$ cat src/design/blkmv_pkg.sv
package blkmv_pkg;

  // Field and state widths
  localparam int SAMPLE_W = 24;
  localparam int LEN_W    = 16;
  localparam int CNT_W    = 16;
  localparam int ACC_W    = 40;
  localparam int MTOT_W   = 40;
  localparam int SQ_W     = 64;
  localparam int VAR_W    = 48;
  localparam int PROD_W   = 2 * SAMPLE_W;

  // Shared divider: one quotient bit per cycle over a DQ_W-bit dividend
  localparam int DQ_W   = 64;
  localparam int REM_W  = LEN_W;
  localparam int DCNT_W = 7;
  localparam logic [DCNT_W-1:0] DIV_STEPS_SHORT = DCNT_W'(ACC_W);
  localparam logic [DCNT_W-1:0] DIV_STEPS_LONG  = DCNT_W'(DQ_W);

  // Configuration port
  localparam int PADDR_W = 3;
  localparam int PDATA_W = 32;
  localparam logic REG_BLOCK_LENGTH = 1'b0;  // selected by paddr[2]
  localparam logic [LEN_W-1:0] BLOCK_LENGTH_RESET = LEN_W'(1);

  localparam logic [CNT_W-1:0] CNT_MAX = '1;
  localparam logic [SAMPLE_W-1:0] MEAN_POS_MAX = {1'b0, {(SAMPLE_W-1){1'b1}}};
  localparam logic [SAMPLE_W-1:0] MEAN_NEG_MIN = {1'b1, {(SAMPLE_W-1){1'b0}}};

  typedef enum logic [3:0] {
    ST_IDLE,
    ST_BDIV,
    ST_BSAT,
    ST_BMUL,
    ST_BACC,
    ST_FIN,
    ST_FDIVM,
    ST_FMEAN,
    ST_FDIVS,
    ST_FVAR,
    ST_FOUT
  } state_e;

endpackage

$ cat src/design/blocking_mean_variance.sv
// Blocking-method variance estimate. Samples (signed Q7.16) are summed into
// blocks of block_length samples (0 acts as 1); each full block's mean is the
// sum divided by block_length, truncated toward zero and saturated to the
// sample range. The beat marked last_sample closes the data set and yields
// one result beat: the mean of block means, their variance (mean of squares
// minus squared mean, clamped at zero, Q14.32), the block count (saturating
// at 65535 with count_overflow), the dropped trailing samples and no_blocks.
// All data-set state is then cleared; block_length is kept. A sample that
// completes no block is only accumulated; one that completes a block goes
// through the divider, then the saturate, square and accumulate steps; the
// last sample adds the divisions for the mean of means and the mean of
// squares plus bookkeeping, or only bookkeeping when no block is complete. The
// pace is set by one shared restoring divider that yields one quotient bit
// per cycle; in_stall_o is high whenever not idle. A finished result waits in
// an output register, so the next data set may start meanwhile.
module blocking_mean_variance
  import blkmv_pkg::*;
(
  input  logic                       clk_i,
  input  logic                       rst_ni,
  // sample channel
  input  logic                       in_valid_i,
  output logic                       in_stall_o,
  input  logic signed [SAMPLE_W-1:0] sample_i,
  input  logic                       last_sample_i,
  // result channel
  output logic                       out_valid_o,
  input  logic                       out_stall_i,
  output logic signed [SAMPLE_W-1:0] mean_of_blocks_o,
  output logic        [VAR_W-1:0]    block_variance_o,
  output logic        [CNT_W-1:0]    full_blocks_o,
  output logic        [CNT_W-1:0]    dropped_count_o,
  output logic                       no_blocks_o,
  output logic                       count_overflow_o,
  // configuration port
  input  logic                       psel,
  input  logic                       penable,
  input  logic                       pwrite,
  input  logic        [PADDR_W-1:0]  paddr,
  input  logic        [PDATA_W-1:0]  pwdata,
  output logic        [PDATA_W-1:0]  prdata,
  output logic                       pready
);

  state_e state_q, state_d;

  logic [LEN_W-1:0]    len_q;
  logic [ACC_W-1:0]    acc_q, acc_d;
  logic [CNT_W-1:0]    sib_q, sib_d;
  logic [CNT_W-1:0]    cnt_q, cnt_d;
  logic [MTOT_W-1:0]   mtot_q, mtot_d;
  logic [SQ_W-1:0]     sq_q, sq_d;
  logic                ovf_q, ovf_d;
  logic                last_q, last_d;

  // shared divider
  logic [DQ_W-1:0]     dq_q, dq_d;
  logic [REM_W-1:0]    rem_q, rem_d;
  logic [LEN_W-1:0]    dvs_q, dvs_d;
  logic [DCNT_W-1:0]   dcnt_q, dcnt_d;
  logic                neg_q, neg_d;

  // mean and square datapath
  logic [SAMPLE_W-1:0] mean_q, mean_d;
  logic [SAMPLE_W-1:0] mag_q, mag_d;
  logic [PROD_W-1:0]   prod_q;
  logic [VAR_W-1:0]    var_q, var_d;

  // output register
  logic                ov_q, ov_d;
  logic [SAMPLE_W-1:0] o_mean_q;
  logic [VAR_W-1:0]    o_var_q;
  logic [CNT_W-1:0]    o_full_q;
  logic [CNT_W-1:0]    o_drop_q;
  logic                o_none_q;
  logic                o_ovf_q;
  logic                out_load;

  // combinational helpers
  logic [LEN_W-1:0]    len_eff;
  logic [ACC_W-1:0]    acc_new;
  logic [ACC_W-1:0]    acc_mag;
  logic [MTOT_W-1:0]   mtot_mag;
  logic [CNT_W-1:0]    sib_inc;
  logic                blk_done;
  logic [REM_W:0]      div_shift;
  logic                div_ge;
  logic [REM_W:0]      div_diff;
  logic [ACC_W-1:0]    quo_short;
  logic [SQ_W-1:0]     quo_long;
  logic                cfg_wr;

  // Configuration register
  assign cfg_wr = psel && penable && pwrite && pready;
  assign pready = 1'b1;
  assign prdata = (paddr[2] == REG_BLOCK_LENGTH) ? PDATA_W'(len_q) : '0;

  always_ff @(posedge clk_i or negedge rst_ni) begin
    if (!rst_ni) begin
      len_q <= BLOCK_LENGTH_RESET;
    end else if (cfg_wr && paddr[2] == REG_BLOCK_LENGTH) begin
      len_q <= pwdata[LEN_W-1:0];
    end
  end

  // Per-sample arithmetic
  assign len_eff  = (len_q == '0) ? LEN_W'(1) : len_q;
  assign acc_new  = acc_q + {{(ACC_W-SAMPLE_W){sample_i[SAMPLE_W-1]}}, sample_i};
  assign acc_mag  = acc_new[ACC_W-1] ? (~acc_new + ACC_W'(1)) : acc_new;
  assign mtot_mag = mtot_q[MTOT_W-1] ? (~mtot_q + MTOT_W'(1)) : mtot_q;
  assign sib_inc  = (sib_q == CNT_MAX) ? sib_q : (sib_q + CNT_W'(1));
  assign blk_done = (sib_inc >= len_eff);

  // One restoring divider step
  assign div_shift = {rem_q, dq_q[DQ_W-1]};
  assign div_ge    = (div_shift >= {1'b0, dvs_q});
  assign div_diff  = div_shift - {1'b0, dvs_q};
  assign quo_short = dq_q[ACC_W-1:0];
  assign quo_long  = dq_q;

  assign in_stall_o = (state_q != ST_IDLE);
  assign out_load   = (state_q == ST_FOUT) && (!ov_q || !out_stall_i);

  // Next state and datapath control
  always_comb begin
    state_d = state_q;
    acc_d   = acc_q;
    sib_d   = sib_q;
    cnt_d   = cnt_q;
    mtot_d  = mtot_q;
    sq_d    = sq_q;
    ovf_d   = ovf_q;
    last_d  = last_q;
    dq_d    = dq_q;
    rem_d   = rem_q;
    dvs_d   = dvs_q;
    dcnt_d  = dcnt_q;
    neg_d   = neg_q;
    mean_d  = mean_q;
    mag_d   = mag_q;
    var_d   = var_q;

    unique case (state_q)
      ST_IDLE: begin
        if (in_valid_i) begin
          last_d = last_sample_i;
          if (blk_done) begin
            // hand the block sum to the divider
            acc_d   = '0;
            sib_d   = '0;
            dq_d    = {acc_mag, {(DQ_W-ACC_W){1'b0}}};
            rem_d   = '0;
            dvs_d   = len_eff;
            dcnt_d  = DIV_STEPS_SHORT;
            neg_d   = acc_new[ACC_W-1];
            state_d = ST_BDIV;
          end else begin
            acc_d = acc_new;
            sib_d = sib_inc;
            if (last_sample_i) begin
              state_d = ST_FIN;
            end
          end
        end
      end

      ST_BDIV, ST_FDIVM, ST_FDIVS: begin
        rem_d  = div_ge ? div_diff[REM_W-1:0] : div_shift[REM_W-1:0];
        dq_d   = {dq_q[DQ_W-2:0], div_ge};
        dcnt_d = dcnt_q - DCNT_W'(1);
        if (dcnt_q == DCNT_W'(1)) begin
          priority case (state_q)
            ST_BDIV:  state_d = ST_BSAT;
            ST_FDIVM: state_d = ST_FMEAN;
            default:  state_d = ST_FVAR;
          endcase
        end
      end

      ST_BSAT: begin
        // saturate the block mean to the sample range
        if (!neg_q) begin
          if (quo_short > ACC_W'(MEAN_POS_MAX)) begin
            mag_d = MEAN_POS_MAX;
          end else begin
            mag_d = quo_short[SAMPLE_W-1:0];
          end
          mean_d = mag_d;
        end else begin
          if (quo_short > ACC_W'(MEAN_NEG_MIN)) begin
            mag_d = MEAN_NEG_MIN;
          end else begin
            mag_d = quo_short[SAMPLE_W-1:0];
          end
          mean_d = ~mag_d + SAMPLE_W'(1);
        end
        state_d = ST_BMUL;
      end

      ST_BMUL: begin
        state_d = ST_BACC;
      end

      ST_BACC: begin
        if (cnt_q == CNT_MAX) begin
          ovf_d = 1'b1;
        end else begin
          cnt_d  = cnt_q + CNT_W'(1);
          mtot_d = mtot_q + {{(MTOT_W-SAMPLE_W){mean_q[SAMPLE_W-1]}}, mean_q};
          sq_d   = sq_q + SQ_W'(prod_q);
        end
        state_d = last_q ? ST_FIN : ST_IDLE;
      end

      ST_FIN: begin
        if (cnt_q == '0) begin
          mean_d  = '0;
          var_d   = '0;
          state_d = ST_FOUT;
        end else begin
          dq_d    = {mtot_mag, {(DQ_W-MTOT_W){1'b0}}};
          rem_d   = '0;
          dvs_d   = cnt_q;
          dcnt_d  = DIV_STEPS_SHORT;
          neg_d   = mtot_q[MTOT_W-1];
          state_d = ST_FDIVM;
        end
      end

      ST_FMEAN: begin
        // mean of means, then start on the mean of squares
        mag_d   = quo_short[SAMPLE_W-1:0];
        mean_d  = neg_q ? (~mag_d + SAMPLE_W'(1)) : mag_d;
        dq_d    = sq_q;
        rem_d   = '0;
        dcnt_d  = DIV_STEPS_LONG;
        state_d = ST_FDIVS;
      end

      ST_FVAR: begin
        if (quo_long >= SQ_W'(prod_q)) begin
          var_d = VAR_W'(quo_long - SQ_W'(prod_q));
        end else begin
          var_d = '0;
        end
        state_d = ST_FOUT;
      end

      ST_FOUT: begin
        if (out_load) begin
          acc_d   = '0;
          sib_d   = '0;
          cnt_d   = '0;
          mtot_d  = '0;
          sq_d    = '0;
          ovf_d   = 1'b0;
          state_d = ST_IDLE;
        end
      end

      default: state_d = ST_IDLE;
    endcase
  end

  // Control and data-set state
  always_ff @(posedge clk_i or negedge rst_ni) begin
    if (!rst_ni) begin
      state_q <= ST_IDLE;
      acc_q   <= '0;
      sib_q   <= '0;
      cnt_q   <= '0;
      mtot_q  <= '0;
      sq_q    <= '0;
      ovf_q   <= 1'b0;
      last_q  <= 1'b0;
      dcnt_q  <= '0;
      ov_q    <= 1'b0;
    end else begin
      state_q <= state_d;
      acc_q   <= acc_d;
      sib_q   <= sib_d;
      cnt_q   <= cnt_d;
      mtot_q  <= mtot_d;
      sq_q    <= sq_d;
      ovf_q   <= ovf_d;
      last_q  <= last_d;
      dcnt_q  <= dcnt_d;
      ov_q    <= ov_d;
    end
  end

  // Datapath registers, square of the magnitude registered every cycle
  always_ff @(posedge clk_i) begin
    dq_q   <= dq_d;
    rem_q  <= rem_d;
    dvs_q  <= dvs_d;
    neg_q  <= neg_d;
    mean_q <= mean_d;
    mag_q  <= mag_d;
    var_q  <= var_d;
    prod_q <= mag_q * mag_q;
  end

  // Output beat: hold while stalled, load when free
  assign ov_d = out_load || (ov_q && out_stall_i);

  always_ff @(posedge clk_i) begin
    if (out_load) begin
      o_mean_q <= mean_q;
      o_var_q  <= var_q;
      o_full_q <= cnt_q;
      o_drop_q <= sib_q;
      o_none_q <= (cnt_q == '0);
      o_ovf_q  <= ovf_q;
    end
  end

  assign out_valid_o      = ov_q;
  assign mean_of_blocks_o = o_mean_q;
  assign block_variance_o = o_var_q;
  assign full_blocks_o    = o_full_q;
  assign dropped_count_o  = o_drop_q;
  assign no_blocks_o      = o_none_q;
  assign count_overflow_o = o_ovf_q;

  // Checks
  a_none_zero: assert property (@(posedge clk_i) disable iff (!rst_ni)
    (out_valid_o && no_blocks_o) |->
      (mean_of_blocks_o == '0 && block_variance_o == '0 && full_blocks_o == '0))
    else $error("no_blocks result carries nonzero statistics");

  a_ovf_full: assert property (@(posedge clk_i) disable iff (!rst_ni)
    (out_valid_o && count_overflow_o) |-> (full_blocks_o == CNT_MAX))
    else $error("count overflow without saturated block count");

  a_var_range: assert property (@(posedge clk_i) disable iff (!rst_ni)
    out_valid_o |-> (block_variance_o[VAR_W-1] == 1'b0))
    else $error("variance outside squared sample range");

  a_cnt_step: assert property (@(posedge clk_i) disable iff (!rst_ni)
    (state_q == ST_BACC) |=>
      ((cnt_q == $past(cnt_q) + CNT_W'(1)) || (ovf_q && cnt_q == CNT_MAX)))
    else $error("block count did not advance on a finished block");

endmodule
$ cat config.mk
export PLATFORM = sky130hd
export DESIGN_NAME = blocking_mean_variance
export DESIGN_NICKNAME = d
export VERILOG_FILES = /design/src/design/blkmv_pkg.sv /design/src/design/blocking_mean_variance.sv
export SDC_FILE = /design/constraint.sdc
export NUM_CORES = 2
export LEC_CHECK = 0
export BUFFER_PORTS_ARGS = -buffer_cell sky130_fd_sc_hd__buf_2
export CAP_MARGIN = 20
export CORE_MARGIN = 2
export CORE_UTILIZATION = 50
export DETAILED_ROUTE_END_ITERATION = 8
export GPL_TIMING_DRIVEN = 0
export PLACE_DENSITY = 0.64
export SKIP_CTS_REPAIR_TIMING = 1
export SYNTH_ARGS = -nofsm -noshare
export SYNTH_HDL_FRONTEND = slang
export SYNTH_SLANG_ARGS = --single-unit
$ cat constraint.sdc
create_clock -name clk_i -period 20.5 [get_ports clk_i]
set_input_delay 3.075 -clock clk_i [delete_from_list [all_inputs] [get_ports clk_i]]
set_output_delay 3.075 -clock clk_i [all_outputs]
set_load 0.05 [all_outputs]
# Yosys cells after proc, flatten, opt, wreduce, memory -nomap -nowiden
# Cells that the tools add are included.
dict set report totals {
  out_inout_bits 141
  word_cells 166
  latch_bits 0
  ff_bits 553
  n_memories 0
  rom_bits 0
  inputBits 67
  ram_bits 0
}
dict set report classes {
  order_cmp 5
  n_mux 66
  multipliers 1
  n_shift 0
  eq_ne 22
  bitwise 5
  n_reduce_logical 30
  add_sub_neg 12
  n_div 0
}
# cell count
set ops {}
lappend ops {{64-bit 2-to-1 mux} 5}
lappend ops {{64-bit case mux with 4 select lines} 1}
lappend ops {{40-bit 2-to-1 mux} 6}
lappend ops {{16-bit 2-to-1 mux} 14}
lappend ops {{24-bit 2-to-1 mux} 8}
lappend ops {{40-bit case mux with 2 select lines} 2}
lappend ops {{64-bit case mux with 2 select lines} 1}
lappend ops {{48-bit 2-to-1 mux} 2}
lappend ops {{16-bit case mux with 2 select lines} 3}
lappend ops {{48-bit case mux with 2 select lines} 1}
lappend ops {{40-bit by 1-bit adder with 40-bit output, second input constant} 2}
lappend ops {{40-bit adder} 2}
lappend ops {{40-bit inverter} 2}
lappend ops {{24-bit case mux with 3 select lines} 1}
lappend ops {{64-bit by 48-bit adder with 64-bit output} 1}
lappend ops {{64-bit by 48-bit greater-or-equal comparator with 1-bit output} 1}
lappend ops {{16-bit case mux with 4 select lines} 1}
lappend ops {{24-bit by 1-bit adder with 24-bit output, second input constant} 2}
lappend ops {{24-bit by 24-bit multiplier with 48-bit output} 1}
lappend ops {{24-bit inverter} 2}
lappend ops {{24-bit case mux with 2 select lines} 1}
lappend ops {{48-bit subtractor} 1}
lappend ops {{40-bit by 23-bit greater-than comparator with 1-bit output, second input constant} 1}
lappend ops {{40-bit by 24-bit greater-than comparator with 1-bit output, second input constant} 1}
lappend ops {{34 further kinds} 79}

# Depth between registers and ports, before layout
dict set report logic_depth {
  word_depth 8
  depth_mapped 29
  mapped_depth_nobuf 28
}

# Least setup slack after synthesis
# No wires, ideal clock.
dict set report synth_path {
  path_type {input port to flip-flop}
  start {input port in_valid_i}
  end {register dcnt_q[3]}
  stages 4
  n_path_buf 0
  setup_ns 0.098
  required_time_ns 20.402
  path_slack_ns 10.014
  arrival_ns 10.388
  path_cell_list {nand3_1 o31ai_1 o21ai_0 a21oi_1}
}
dict set report synth_via {
  elab_chain_cells 2
}
# item line
set synth_rtl {}
lappend synth_rtl {{from (decl)} blocking_mean_variance.sv:22} ;# input logic in_valid_i,
lappend synth_rtl {{2-bit inequality test (no source line)} n/a}
lappend synth_rtl {{4-bit AND reduction (no source line)} n/a}
lappend synth_rtl {{to (signal assigned)} blocking_mean_variance.sv:287} ;# dcnt_q <= dcnt_d;
lappend synth_rtl {{to (decl)} blocking_mean_variance.sv:60} ;# logic [DCNT_W-1:0] dcnt_q, dcnt_d;
# Every way passes these cells.
# A chain may end at the register's enable or synchronous reset.

# Worst setup path in the final report
dict set report layout_path {
  start {register mag_q[6]}
  end {register prod_q[46]}
}
dict set report layout_via {
  elab_chain_cells 1
}
# item line
set layout_rtl {}
lappend layout_rtl {{from (decl)} blocking_mean_variance.sv:65} ;# logic [SAMPLE_W-1:0] mag_q, mag_d;
lappend layout_rtl {{from (signal assigned)} blocking_mean_variance.sv:299} ;# mag_q <= mag_d;
lappend layout_rtl {{24-bit by 24-bit multiplier with 48-bit output} blocking_mean_variance.sv:301} ;# prod_q <= mag_q * mag_q;
lappend layout_rtl {{to (signal assigned)} blocking_mean_variance.sv:301}
lappend layout_rtl {{to (decl)} blocking_mean_variance.sv:66} ;# logic [PROD_W-1:0] prod_q;
# Every way passes these cells.

==> flow_metrics.env <==
export IMPL_required_ns=21.04
export IMPL_use_met1_pct=44.1
export IMPL_min_path_type="register to register"
export IMPL_syn_avg_cell_area_sq_um=9.34
export IMPL_hold_violations=0
export IMPL_synth_main_ff_cell="edfxtp_1"
export IMPL_cp_slowest_stage_delay_ns=0.76
export IMPL_cp_top_family="adder cells"
export IMPL_synth_area_sq_mm=0.0509
export IMPL_clock_latency_ns=0.67
export IMPL_cp_arrival_ns=10.47
export IMPL_final_common_cell="inv_1"
export IMPL_firstDrtPassIters=8
export IMPL_worst_path_most_repeated_cell="fa_1"
export IMPL_tightest_slew_ns=1.15
export IMPL_die_width_um=323
export IMPL_multi_input_area_sq_mm=0.0322
export IMPL_synth_warnings=0
export IMPL_path_class="register to register"
export IMPL_worst_path_max_fanout=10
export IMPL_grt_max_degree=78
export IMPL_num_rows=117
export IMPL_grt_setup_unrepaired="false"
export IMPL_grt_pass1_wl_um=237000
export IMPL_max_freq_mhz=101
export IMPL_routedWlPerCell_um=21.8
export IMPL_syn2layout_area_growth_pct=10.1
export IMPL_route_detailed_drc=0
export IMPL_r2r_setup_slack_ns=10.56
export IMPL_antenna_found_initial=2
export IMPL_hold_slack_ns=0.413
export IMPL_finalMaxSlewViolations=0
export IMPL_grt_usage_pct=29.7
export IMPL_dp_hpwl_um=123000
export IMPL_worst_path_buf_inv=6
export IMPL_routabilityCongestion=0.960
export IMPL_maxCapViolations=0
export IMPL_status="finished, final reports clean"
export IMPL_timing_final_crit_share_pct=48.5
export IMPL_cts_buffers=61
export IMPL_synthCells=5450
export IMPL_setup_viol=0
export IMPL_drt_iter0_drc=3927
export IMPL_io_pins=208
export IMPL_nets=6608
export IMPL_core_sq_mm=0.101
export IMPL_cts_root_buf="clkbuf_16"
export IMPL_synth_cell_types=112
export IMPL_vias=41200
export IMPL_die_y_um=323
export IMPL_layout_common_cells="inv_1, nand2_1, fa_1"
export IMPL_grt_pass1_vias=39500
export IMPL_initial_core_util_pct=50.2
export IMPL_crit_path_top_delay_cell="edfxtp_1"
export IMPL_slew_headroom_pct=23.0
export IMPL_cp_start_kind="register"
export IMPL_endpoint_kind="register"
export IMPL_fin_setup_tns_ns=0
export IMPL_path_clk_slew_ns=0.06
export IMPL_grt_overflow=0
export IMPL_drive_gt1_share_pct=7.05
export IMPL_cts_tree="yes"
export IMPL_vias_per_cell=5.77
export IMPL_drtAntennaViolNets=0
export IMPL_period_needed_ns=9.94
export IMPL_ys_seq_area_share_pct=29.6
export IMPL_cts_max_level=2
export IMPL_dieArea_sq_mm=0.104
export IMPL_cts_buffer_depth=3
export IMPL_fin_skew_ns=0.0254
export IMPL_use_met3_pct=4.56
export IMPL_drt_total_wl_um=155000
export IMPL_fillers=9236
export IMPL_synth_edf_count=299
export IMPL_met2_usage_pct=45.3
export IMPL_ys_seq_elements=552
export IMPL_grt_busiest_layer="met2"
export IMPL_regArea_sq_mm=0.0151
export IMPL_synthArstFlopShare_pct=37.3
export IMPL_cts_sinks=552
export IMPL_port_buffers=171
## path summary, 6_finish.rpt
check	startpoint	endpoint	cells past startpoint
setup / recovery	mag_q[6]$_DFFE_PP_	prod_q[46]$_DFF_P_	26
hold / removal	var_q[4]$_SDFFCE_PN0P_	block_variance_o[4]$_DFFE_PP_	0
min in group asynchronous	rst_ni	acc_q[22]$_DFFE_PN0P_	1
max in group asynchronous	rst_ni	mtot_q[0]$_DFFE_PN0P_	2
hold reg to reg	var_q[4]$_SDFFCE_PN0P_	block_variance_o[4]$_DFFE_PP_	0
setup reg to reg	mag_q[6]$_DFFE_PP_	prod_q[46]$_DFF_P_	26
## area by class of cell
type	count	share of cell area, %
multi-input cells	3946	57.4
flip-flops and latches	552	26.9
inverters	741	4.96
well taps	1368	3.05
clock buffers	80	2.96
repair buffers	188	2.07
plain buffers	226	1.68
clock inverters	36	0.959
diodes	1	0.00446
## synthesized netlist by cell type, drive strengths merged, types with 43 or more instances
cell	number	area share [%]
a21oi	285	2.8
dfrtp	205	10
fa	436	17
nor2b	47	0.58
nand4	43	0.53
a22o	63	1.1
xor2	166	2.9
o31ai	44	0.66
a21o	134	2.0
and2	154	1.9
or3	50	0.65
nor3	70	0.70
and3	46	0.58
ha	389	9.6
o21ai	362	3.6
xnor2	150	2.6
clkbuf	190	1.4
edfxtp	299	18
dfxtp	47	1.8
nor2	300	2.2
nand3	95	0.97
inv	741	5.5
nand2	558	4.1
## cells by family (layout without fill, tap and decap cells)
group	Yosys count	after routing	synth area share [%]
muxes	34	34	0.725
adders and majority gates	825	825	26.7
buffers and inverters	967	1271	7.31
DFF	552	552	29.6
xor gates and xnor gates	316	316	5.44
other	2	18	0.0147
AOI/OAI and AO/OA	1246	1246	15.9
and+or+nand+nor	1508	1508	14.3
## registers in the layout, summed over array words and instances, names as in the netlist, 24 cells and up
signal / count
mtot_q: 40
dq_q: 64
var_q: 48
mean_of_blocks_o: 24
sq_q: 64
acc_q: 40
mag_q: 24
mean_q: 24
block_variance_o: 48
prod_q: 47
## routing by layer
metal / routed length, um / vias up
met3: 13000 / 211
met4: 4180 / 2
li1: - / 19200
met5: 11 / -
met1: 70000 / 20200
met2: 68100 / 1640
## through the flow
step | util (%) | area, sq um | cells | setup WS, ns
global route | 55.3 | 56100 | 7137 | 10.06
global placement | 52.8 | 53500 | 7004 | 5.32
detailed placement | 53.1 | 53900 | 7021 | 10.61
floorplan | - | 51000 | 5465 | 10.01
finish | 55.3 | 56100 | 7138 | 10.56
CTS | 55.3 | 56100 | 7137 | 10.58
## worst register-to-register path, delay by kind of cell (launching register included)
family                     cells  cell delay, ns
adders and majority gates      8            4.07
AOI/OAI and AO/OA              9            3.44
buffers and inverters          6            1.05
DFF                            1            0.76
and+or+nand+nor                2            0.31
xor gates and xnor gates       1            0.17
Power is not shown: default switching activity piles up to over one toggle a cycle in this logic, so the estimate is an artifact.
